==> config.mk <==
export PLATFORM = sky130hd
export DESIGN_NAME = olt_ctrl
export DESIGN_NICKNAME = d
export VERILOG_FILES = /design/src/hw/rtl/olt_pkg.sv /design/src/hw/rtl/olt_ctrl.sv
export SDC_FILE = /design/constraint.sdc
export NUM_CORES = 1
export LEC_CHECK = 0
export BUFFER_PORTS_ARGS = -buffer_cell sky130_fd_sc_hd__buf_2
export CAP_MARGIN = 20
export CORE_AREA = 8 8 45 47
export DETAILED_ROUTE_END_ITERATION = 7
export DIE_AREA = 0 0 53 55
export PLACE_DENSITY_LB_ADDON = 0.3
export SLEW_MARGIN = 20
export SYNTH_ARGS = -nofsm -noshare
export SYNTH_HDL_FRONTEND = slang
export SYNTH_SLANG_ARGS = --single-unit
==> constraint.sdc <==
create_clock -name clk -period 2.97 [get_ports clk]
set_input_delay 0.1485 -clock clk [delete_from_list [all_inputs] [get_ports clk]]
set_output_delay 0.1485 -clock clk [all_outputs]
set_load 0.02 [all_outputs]
==> src/hw/rtl/olt_pkg.sv <==
// ============================================================================
// olt_pkg
// Shared sizes, codes and control types of the offset-to-line table.
// ============================================================================
package olt_pkg;

  localparam int MAX_LINES   = 1024;
  localparam int OFFSET_BITS = 16;
  localparam int SRC_W       = 16;
  localparam int LINE_W      = 11;
  localparam int IDX_W       = $clog2(MAX_LINES);
  localparam int CNT_W       = IDX_W + 1;

  typedef enum logic [1:0] {
    ST_OK        = 2'd0,
    ST_MISS      = 2'd1,
    ST_FULL      = 2'd2,
    ST_LINE_ZERO = 2'd3
  } status_t;

  typedef enum logic {
    CMD_RECORD = 1'b0,
    CMD_LOOKUP = 1'b1
  } command_t;

  typedef enum logic [2:0] {
    S_IDLE,
    S_DISPATCH,
    S_INCR,
    S_SEARCH,
    S_FINISH
  } state_t;

  typedef struct packed {
    logic    load_in;
    logic    append;
    logic    rd_entry;
    logic    incr;
    logic    search_init;
    logic    search_step;
    logic    set_res;
    status_t res_code;
    logic    load_out;
  } dp_cmd_t;

  typedef struct packed {
    logic lookup;
    logic line_zero;
    logic bytes_full;
    logic line_above;
    logic table_full;
    logic count_zero;
    logic search_done;
    logic out_busy;
  } dp_status_t;

endpackage

==> src/hw/rtl/olt_ctrl.sv <==
// ============================================================================
// olt_ctrl
// Sequencer: decodes one word, steps the search, hands off the result.
// ============================================================================
module olt_ctrl
  import olt_pkg::*;
(
  input  logic       clk,
  input  logic       rst,
  input  logic       req_valid,
  output logic       req_ready,
  input  dp_status_t st,
  output dp_cmd_t    cmd
);

  state_t state;
  state_t state_next;

  always_ff @(posedge clk) begin
    if (rst) begin
      state <= S_IDLE;
    end else begin
      state <= state_next;
    end
  end

  always_comb begin
    state_next = state;
    cmd        = '0;
    req_ready  = 1'b0;
    case (state)
      S_IDLE: begin
        req_ready = 1'b1;
        if (req_valid) begin
          cmd.load_in = 1'b1;
          state_next  = S_DISPATCH;
        end
      end
      S_DISPATCH: begin
        if (st.lookup) begin
          if (st.count_zero) begin
            cmd.set_res  = 1'b1;
            cmd.res_code = ST_MISS;
            state_next   = S_FINISH;
          end else begin
            cmd.search_init = 1'b1;
            state_next      = S_SEARCH;
          end
        end else if (st.line_zero) begin
          cmd.set_res  = 1'b1;
          cmd.res_code = ST_LINE_ZERO;
          state_next   = S_FINISH;
        end else if (st.bytes_full) begin
          cmd.set_res  = 1'b1;
          cmd.res_code = ST_FULL;
          state_next   = S_FINISH;
        end else if (st.line_above) begin
          cmd.set_res  = 1'b1;
          cmd.res_code = st.table_full ? ST_FULL : ST_OK;
          cmd.append   = !st.table_full;
          state_next   = S_FINISH;
        end else begin
          cmd.rd_entry = 1'b1;
          state_next   = S_INCR;
        end
      end
      S_INCR: begin
        cmd.incr     = 1'b1;
        cmd.set_res  = 1'b1;
        cmd.res_code = ST_OK;
        state_next   = S_FINISH;
      end
      S_SEARCH: begin
        cmd.search_step = 1'b1;
        if (st.search_done) begin
          state_next = S_FINISH;
        end
      end
      S_FINISH: begin
        if (!st.out_busy) begin
          cmd.load_out = 1'b1;
          state_next   = S_IDLE;
        end
      end
      default: begin
        state_next = S_IDLE;
      end
    endcase
  end

endmodule

==> results_dict.tcl, run 1 <==
set metrics [dict create \
    antenna_found_initial 0 \
    pin_count 22 \
    yosys.area_share.simple 0.4454 \
    critPathArrivalTime_ps 2010 \
    outcome "finished clean" \
    cts.reportedPaths.clkPinSlew_ps 30 \
    start_kind "register" \
    hold_class "primary input to register" \
    synth_xor_area_frac 0 \
    ys_seq_area_frac 0.2017 \
    cts_tree "yes" \
    wl_met2_um 381 \
    grt.overflow.total 0 \
    grt_pass1_wl_um 1531 \
    dp_hpwl_um 773.2 \
    crit_family "simple AND/OR/NAND/NOR gates" \
    synth_top_family_by_area "simple AND/OR/NAND/NOR gates" \
    cts_root_buffer "clkbuf_4" \
    grt_max_degree 13 \
    finalCritPeriodShare 0.7265 \
    drt-total-wl_um 935 \
    dieArea_um2 2915 \
    antenna_cells 0 \
    numCtsBuffers 3 \
    finalSetupTns_ps 0 \
    clock_skew_ps 0.5993 \
    ys_ff_latch 3 \
    synthMuxAreaShare 0.03361 \
    start_util 0.2152 \
    p_leak_nw 0.2105 \
    syn_nets 51 \
    top_regs "state: 3 flops" \
    grt_pass1_vias 389 \
    drtIter0Drc 4 \
    slowest_delay_ps 500 \
    critPathRequiredTime_ps 2820 \
    cts.sinks 3 \
    largest_register "state" \
    row_count 14 \
    worst-path-max-fanout 12 \
    synth_fa_ha_area_frac 0 \
    routed-wl-met3_um 111 \
    max-slew-margin-rel 0.6014 \
    core-area_um2 1384 \
    wire_per_inst_um 11.99 \
    place_congestion 0.6863 \
    postCtsResizedCells 0 \
    postSynthCellCount 40 \
    syn_area_per_cell_um2 7.445 \
    cts_setup_buffers 0 \
    syn_area_um2 297.8 \
    critPathBufInv 1 \
    drv_cap 0 \
    fin_cells 78 \
    highest_layer "met3" \
    yosys_warnings 0 \
    critPathKind "register to output pin" \
    cp_slowest_cell "dfxtp_1" \
    drive_above_1_share 0.4194 \
    hold_viol_final 0 \
    detail-route-antenna-nets 0 \
    synth_compound_area_frac 0.2647 \
    dr.pass1.iters 4 \
    setup_violations 0 \
    fin_nets 74 \
    vdd_drop_max_v 0.0001741 \
    via_per_inst 4.936 \
    placedCellCount 74 \
    drc 0 \
    fin_crit_ps 2158 \
    path_cells "or3b_1 > or4_4 > nor3b_2 > buf_2" \
    clock_path_buffers 2 \
    largest_reg_flops 3 \
    wirelength_met1_um 442 \
    ys_types 27 \
    hold_buffers 0 \
    port_buffers 21 \
    num_vias 385 \
    worstMarginPinSlew_ps 582.8 \
    powerDensity_nw_per_um2 436.6 \
    gr-usage-all-layers 0.06707 \
    syn_to_final_growth_pct 46.64 \
    h-tree-depth 1 \
    die_h_um 55 \
    clock_latency_ps 230 \
    fp.dieW_um 53 \
    slew_viol_final 0 \
    fmax_ghz 0.4635 \
    crit_path_end_kind "output pin" \
    rsz0062_at_grt "false" \
]
-- power by group --
group          total [mW]  internal [mW]  switching [mW]  leakage, nW
sequential         0.0526         0.0442         0.00839       0.0245
clock              0.0706         0.0503          0.0203       0.0150
combinational      0.0675         0.0285          0.0390        0.171
total               0.191          0.123          0.0677        0.210
-- cell families (layout without fill, tap and decap cells) --
family | after synthesis | after routing
muxes | 1 | 1
AOI/OAI and AO/OA | 10 | 10
buffers and inverters | 4 | 26
and+or+nand+nor | 22 | 22
DFF | 3 | 3
-- cells in the mapped netlist --
cell type	number	area share
mux2i_1	1	0.034
or4_1	1	0.025
nand2_1	2	0.025
nor3_1	3	0.050
and2_1	1	0.021
or3b_1	1	0.029
clkbuf_1	2	0.025
nand2b_1	1	0.021
a211oi_1	3	0.076
a21o_1	1	0.025
nor2_1	5	0.063
o21ai_0	1	0.017
a2111oi_0	1	0.029
inv_1	1	0.013
nor4_1	1	0.021
a2111o_1	1	0.038
dfxtp_1	3	0.20
buf_2	1	0.017
o22ai_1	1	0.021
nand4b_1	1	0.029
or4_4	1	0.038
nor2b_1	2	0.042
nor3b_2	1	0.042
and3_1	1	0.021
a211o_1	1	0.029
a41oi_1	1	0.029
nand3_1	1	0.017
-- path summary, 6_finish.rpt --
| path | from | to | slack, ps | depth (start not counted) |
|---|---|---|---|---|
| worst min register to register | state[2] | state[2] | 590 | 2 |
| worst min-delay path | rst | state[0] | 140 | 2 |
| worst max register to register | state[0] | state[1] | 1480 | 3 |
| worst max-delay path | state[0] | cmd[8] | 810 | 4 |
-- through the flow --
stage          hold slack (ps)  cell area (um^2)  total power, mW  utilization  worst slack, ps
6_report                 138.7             436.7           0.1906       0.3156            812.4
3_5_place_dp             374.9             410.4           0.1216       0.2966             1049
5_1_grt                  124.1             436.7           0.2100       0.3156            686.4
3_3_place_gp             379.6             410.4           0.1215       0.2966             1078
4_1_cts                  127.2             436.7           0.1962       0.3156            784.1
2_1_floorplan            227.0             297.8          0.09759            -             1248
-- final cells by class --
type                       instances  area, um^2
multi-input combinational         33       221.5
timing repair buffer              21       105.1
tap                               16       20.02
sequential                         3       60.06
fill                             166       947.2
inverter                           1       3.754
clock buffer                       4       26.28
-- layout by cell type, fill, tap and decap left out, types with 2 or more instances in the layout --
master     n
buf_2     21
nor2_1     5
nor3_1     3
a211oi_1   3
clkbuf_4   3
dfxtp_1    3
nand2_1    2
nor2b_1    2
-- layer usage --
layer,global-route usage,vias to the layer above
met5,0,-
met1,0.07402,165
met4,0.01293,0
met2,0.1074,22
met3,0.04278,0
li1,-,198
-- worst register-to-register path: stages, from the launching register on --
cell	delay [ps]
dfxtp_1	500
or3b_1	480
a21o_1	190
a211oi_1	220
(Power assumes the default switching activity.)
==> inputs of run 2 (changes only) <==
--- a/config.mk
+++ b/config.mk
@@ -5,6 +5,7 @@
 export SDC_FILE = /design/constraint.sdc
 export NUM_CORES = 1
 export LEC_CHECK = 0
+export ABC_AREA = 1
 export BUFFER_PORTS_ARGS = -buffer_cell sky130_fd_sc_hd__buf_2
 export CAP_MARGIN = 20
 export CORE_AREA = 8 8 45 47
==> constraint.sdc (replaced) <==
create_clock -name clk -period 1.9 [get_ports clk]
set_input_delay 0.095 -clock clk [delete_from_list [all_inputs] [get_ports clk]]
set_output_delay 0.095 -clock clk [all_outputs]
set_load 0.02 [all_outputs]
==> run 2 against run 1 <==
  * First-iteration DRC count down 50%
  * Sequential share of layout area down 0.19 points
  * Final area up 1.4%
  * Sequential power up 64%
  * Die area unchanged
  * Routed wire length down 7.6%
  * Critical path type unchanged
  * Highest routed layer is now met4
==> results_dict.tcl, run 2 <==
set metrics [dict create \
    ys_types 20 \
    start_util 0.2161 \
    pin_count 22 \
    grt_pass1_vias 380 \
    largest_register "state" \
    ff2ff_path_depth 6 \
    r2r-end "state[2]" \
    ys_ff_latch 3 \
    cts_setup_buffers 0 \
    total_power_uw 333.3 \
    critPathArrivalTime_ps 1430 \
    via_per_inst 4.270 \
    dp_hpwl_um 737 \
    cts.sinks 3 \
    grt_max_degree 10 \
    die_h_um 55 \
    syn_to_final_growth_pct 48.12 \
    worstMarginPinSlew_ps 314.5 \
    synth_top_cell_area_share 0.2008 \
    num_vias 380 \
    rsz0062_at_grt "false" \
    grt_util_met1 0.07273 \
    p_leak_nw 0.2349 \
    clock_path_buffers 2 \
    dr.pass1.iters 2 \
    grt.overflow.total 0 \
    hold_viol_final 0 \
    largest_reg_flops 3 \
    syn_area_per_cell_um2 6.103 \
    numCtsBuffers 3 \
    min-delay-start "rst" \
    r2r_setup_slack_ps 760 \
    placedCellCount 85 \
    gr-usage-all-layers 0.06769 \
    fin_cells 89 \
    cts_root_buffer "clkbuf_4" \
    finalSetupTns_ps 0 \
    ys_seq_area_frac 0.2008 \
    drv_cap 0 \
    n_fill_cell 155 \
    clock_skew_ps 2.359 \
    drive_above_1_share 0.4932 \
    synthTopCellsByCount "nand2_1, nor2_1, inv_1, nor2_2" \
    place_congestion 0.6927 \
    clock_latency_ps 230 \
    synth-async-reset-ratio 0 \
    setup_violations 0 \
    grt_pass1_wl_um 1455 \
    core-area_um2 1384 \
    top_regs "state: 3 flops" \
    crit_path_end_kind "output pin" \
    ys.flop_type "dfxtp_1" \
    hold_buffers 0 \
    finalInstanceArea_um2 442.9 \
    antenna_found_initial 0 \
    detail-route-antenna-nets 0 \
    fp.dieW_um 53 \
    postSynthCellCount 49 \
    drc 0 \
    drt-total-wl_um 864 \
    whs_endpoint "state[1]" \
    cts.reportedPaths.clkPinSlew_ps 40 \
    postCtsResizedCells 0 \
    finalCritPeriodShare 0.8003 \
    start_kind "register" \
    top_usage_layer "met2" \
    final_common_cell "buf_2" \
    syn_nets 60 \
    wire_per_inst_um 9.708 \
    worst-path-max-fanout 9 \
    syn_area_um2 299.0 \
    yosysTopAreaCell "dfxtp_1" \
    use_met3 0.02139 \
    drtIter0Drc 2 \
    yosys-top-cells-area "dfxtp_1, nand2_1, nor2_1, nor2_2, a21oi_1" \
    slew_viol_final 0 \
    whs_path_depth 2 \
    h-tree-depth 1 \
    max-slew-margin-rel 0.7900 \
    vdd_drop_max_v 0.0002183 \
    cts_tree "yes" \
    antenna_cells 0 \
    use_met2 0.1035 \
    outcome "finished clean" \
    fmax_ghz 0.6577 \
    fin_nets 85 \
    yosys_warnings 0 \
    holdWs_ps 54.15 \
    powerDensity_nw_per_um2 752.6 \
    port_buffers 21 \
    critPathRequiredTime_ps 1800 \
    fin_crit_ps 1520 \
    place_area_um2 416.7 \
    hold_class "primary input to register" \
    row_count 14 \
    rr_startpoint "state[0]" \
    synth_edf_count 0 \
    final_cell_mix "buf_2, nand2_1, nor2_1" \
    critPathKind "register to output pin" \
    dieArea_um2 2915 \
]
[run 2: logic make-up after synthesis]
family / count (synthesis) / share of synthesized area
AOI/OAI and AO/OA: 6 / 0.1213
buffers and inverters: 7 / 0.1004
DFF: 3 / 0.2008
and+or+nand+nor: 33 / 0.5774
[run 2: critical path: stages (launching register included)]
cell and delay, ps:
dfxtp_1 490, nand2_2 110, nor2_4 130, nand3b_1 90, nor3b_1 170, buf_2 190
[run 2: power by group]
| group | leakage, nW | internal (mW) | switching [mW] |
|---|---|---|---|
| Combinational | 0.195 | 0.0491 | 0.0863 |
| Clock | 0.0150 | 0.0787 | 0.0331 |
| Sequential | 0.0246 | 0.0705 | 0.0156 |
| Total | 0.235 | 0.198 | 0.135 |
[run 2: worst max-delay path by stage]
stage / startpoint / end / depth (start not counted)
6_report: state[0] / cmd[8] / 5
5_1_grt: state[0] / cmd[8] / 5
4_1_cts: state[0] / cmd[8] / 5
3_5_place_dp: state[0] / cmd[8] / 5
3_3_place_gp: state[0] / cmd[8] / 5
2_1_floorplan: state[0] / cmd[8] / 5
[run 2: through the flow]
step | worst slack, ps | util
3_5_place_dp | 625.7 | 0.3011
6_report | 379.5 | 0.3201
4_1_cts | 361.1 | 0.3201
5_1_grt | 244.5 | 0.3201
2_1_floorplan | 593.1 | -
3_3_place_gp | 656.3 | 0.3011
[run 2: cell type report]
type                    count  area [um^2]  area share
multi-input cells          39        209.0      0.4718
inverters                   6        22.52     0.05085
clock buffers               4        26.28     0.05932
well taps                  16        20.02     0.04520
flip-flops and latches      3        60.06      0.1356
repair buffers             21        105.1      0.2373
[run 2: routing by layer]
layer	wire length, um	part of all wire
met5	0	0
met4	23	0.027
met3	52	0.060
met2	396	0.46
met1	392	0.45
==> inputs of run 3 (changes only) <==
--- a/config.mk
+++ b/config.mk
@@ -5,7 +5,7 @@
 export SDC_FILE = /design/constraint.sdc
 export NUM_CORES = 1
 export LEC_CHECK = 0
-export ABC_AREA = 1
+export ABC_AREA = 0
 export BUFFER_PORTS_ARGS = -buffer_cell sky130_fd_sc_hd__buf_2
 export CAP_MARGIN = 20
 export CORE_AREA = 8 8 45 47
==> constraint.sdc (replaced) <==
create_clock -name clk -period 1.28 [get_ports clk]
set_input_delay 0.064 -clock clk [delete_from_list [all_inputs] [get_ports clk]]
set_output_delay 0.064 -clock clk [all_outputs]
set_load 0.02 [all_outputs]
==> run 3 against run 2 <==
  * The flow now finishes with violations (negative setup slack)
  * Die area is the same
  * Routed wire length grew 32%
  * Clock skew is essentially flat
  * Register-to-register slack lost 770 ps
  * Sequential share of layout area shrank 3.7 points
  * Cell count shrank 1.1%
  * Via count grew 10%
  * Final area grew 41%
  * Core utilization grew 13 points
  * Critical path depth shrank 1
  * Count of clock-buffer cells in the layout is the same
  * Setup slack lost 880 ps
==> results_dict.tcl, run 3 (synthesis results as in run 1) <==
set metrics [dict create \
    grt_pass1_vias 409 \
    drive_above_1_share 0.6528 \
    largest_reg_flops 3 \
    rsz0062_at_grt "true" \
    setup_slack_ps -497.3 \
    cts_root_buffer "clkbuf_4" \
    hold_class "primary input to register" \
    port_buffers 21 \
    vdd_drop_max_v 0.0004468 \
    ff2ff_path_depth 4 \
    syn_to_final_growth_pct 109.7 \
    grt_pass1_wl_um 1656 \
    dp_hpwl_um 857.8 \
    fin_crit_ps 1777 \
    hold_viol_final 0 \
    pin_count 22 \
    p_leak_nw 0.2855 \
    violations "negative setup slack" \
    final_cell_mix "buf_2, buf_4, buf_6" \
    drtIter0Drc 3 \
    critPathRequiredTime_ps 1220 \
    place_area_um2 479.2 \
    finalInstanceArea_um2 624.3 \
    core-area_um2 1384 \
    setup_violations 7 \
    dr.pass1.iters 2 \
    hold_buffers 0 \
    dieArea_um2 2915 \
    via_per_inst 4.750 \
    critPathArrivalTime_ps 1710 \
    max-slew-margin-rel 0.8001 \
    critPathKind "register to output pin" \
    cts.sinks 3 \
    finalCritPeriodShare 1.389 \
    finalSetupTns_ps -1515 \
    fin_nets 84 \
    crit_path_end_kind "output pin" \
    place_congestion 0.7541 \
    antenna_found_initial 0 \
    h-tree-depth 1 \
    drc 0 \
    cts_tree "yes" \
    r2r-end "state[1]" \
    slew_viol_final 0 \
    clock_latency_ps 240 \
    num_vias 418 \
    powerDensity_nw_per_um2 895.9 \
    worst-path-max-fanout 2 \
    antenna_cells 0 \
    start_kind "register" \
    top_regs "state: 3 flops" \
    row_count 14 \
    worstMarginPinSlew_ps 299.3 \
    rr_startpoint "state[1]" \
    cts.reportedPaths.clkPinSlew_ps 40 \
    outcome "finished, violations left" \
    wire_per_inst_um 12.95 \
    drt-total-wl_um 1140 \
    start_util 0.2152 \
    numCtsBuffers 3 \
    clock_path_buffers 2 \
    die_h_um 55 \
    crit_path_start "state[1]" \
    pre_cts_slack_ps -272.7 \
    grt_max_degree 12 \
    fmax_ghz 0.5626 \
    gr-usage-all-layers 0.07533 \
    detail-route-antenna-nets 0 \
    fp.dieW_um 53 \
    largest_register "state" \
    clock_skew_ps 2.271 \
    r2r_setup_slack_ps -10 \
    grt.overflow.total 0 \
    drv_cap 0 \
    crit_end "cmd[8]" \
]
run 3: changes by cell type in the layout (fill, tap and decap cells not counted), sizes merged, moves of 2 or more:
cell    delta
nor2b      +2
nand3      -2
buf       +10
a211oi     +2
inv        -5
a21oi      -4
nor2       -9
nand2      -9
or4        +2
run 3: routing by layer:
metal | up-vias | GRT usage | wire [um]
li1 | 219 | - | -
met1 | 185 | 0.07879 | 495
met2 | 12 | 0.1191 | 557
met3 | 2 | 0.02674 | 77
met4 | 0 | 0.06466 | 10
met5 | - | 0 | 0
run 3: how the worst min path moves through the flow:
| stage | startpoint | cells past startpoint | endpoint |
|---|---|---|---|
| finish | rst | 2 | state[1] |
| global route | rst | 2 | state[1] |
| CTS | rst | 2 | state[1] |
| detailed placement | rst | 2 | state[0] |
| global placement | rst | 2 | state[1] |
| floorplan | rst | 1 | state[0] |
run 3: area by class of cell:
cell class / count / area (um^2)
timing repair buffer: 31 / 229.0
inverter: 1 / 3.754
tap: 16 / 20.02
multi-input combinational: 33 / 284.0
fill: 140 / 759.5
clock buffer: 4 / 26.28
sequential: 3 / 61.31
run 3: per-stage QoR:
stage	hold WS [ps]	cells	power, mW	utilization
floorplan	142.5	40	0.2278	-
global placement	289.7	82	0.3202	0.3463
detailed placement	292.8	82	0.3206	0.3463
CTS	37.88	86	0.5206	0.3996
global route	35.23	88	0.5996	0.4512
finish	46.49	88	0.5593	0.4512
run 3: where the power goes:
part           switching (mW)  total [mW]  internal [mW]  leakage (nW)
sequential            0.00359       0.106          0.103        0.0250
clock                  0.0534       0.170          0.117        0.0150
combinational           0.143       0.282          0.140         0.245
run 3: what timing repair did:
action	4_1_cts	5_1_grt
pin swaps	2	4
buffers inserted	0	2
endpoints found under the setup margin	10	12
resized for setup	15	15
hold endpoints to repair	0	0
run 3: critical path, cell delays in order, from the launching register on:
cell and delay [ps]:
dfxtp_1 300, or3b_1 390, or4_4 450, nor3b_4 190
buf_6 140
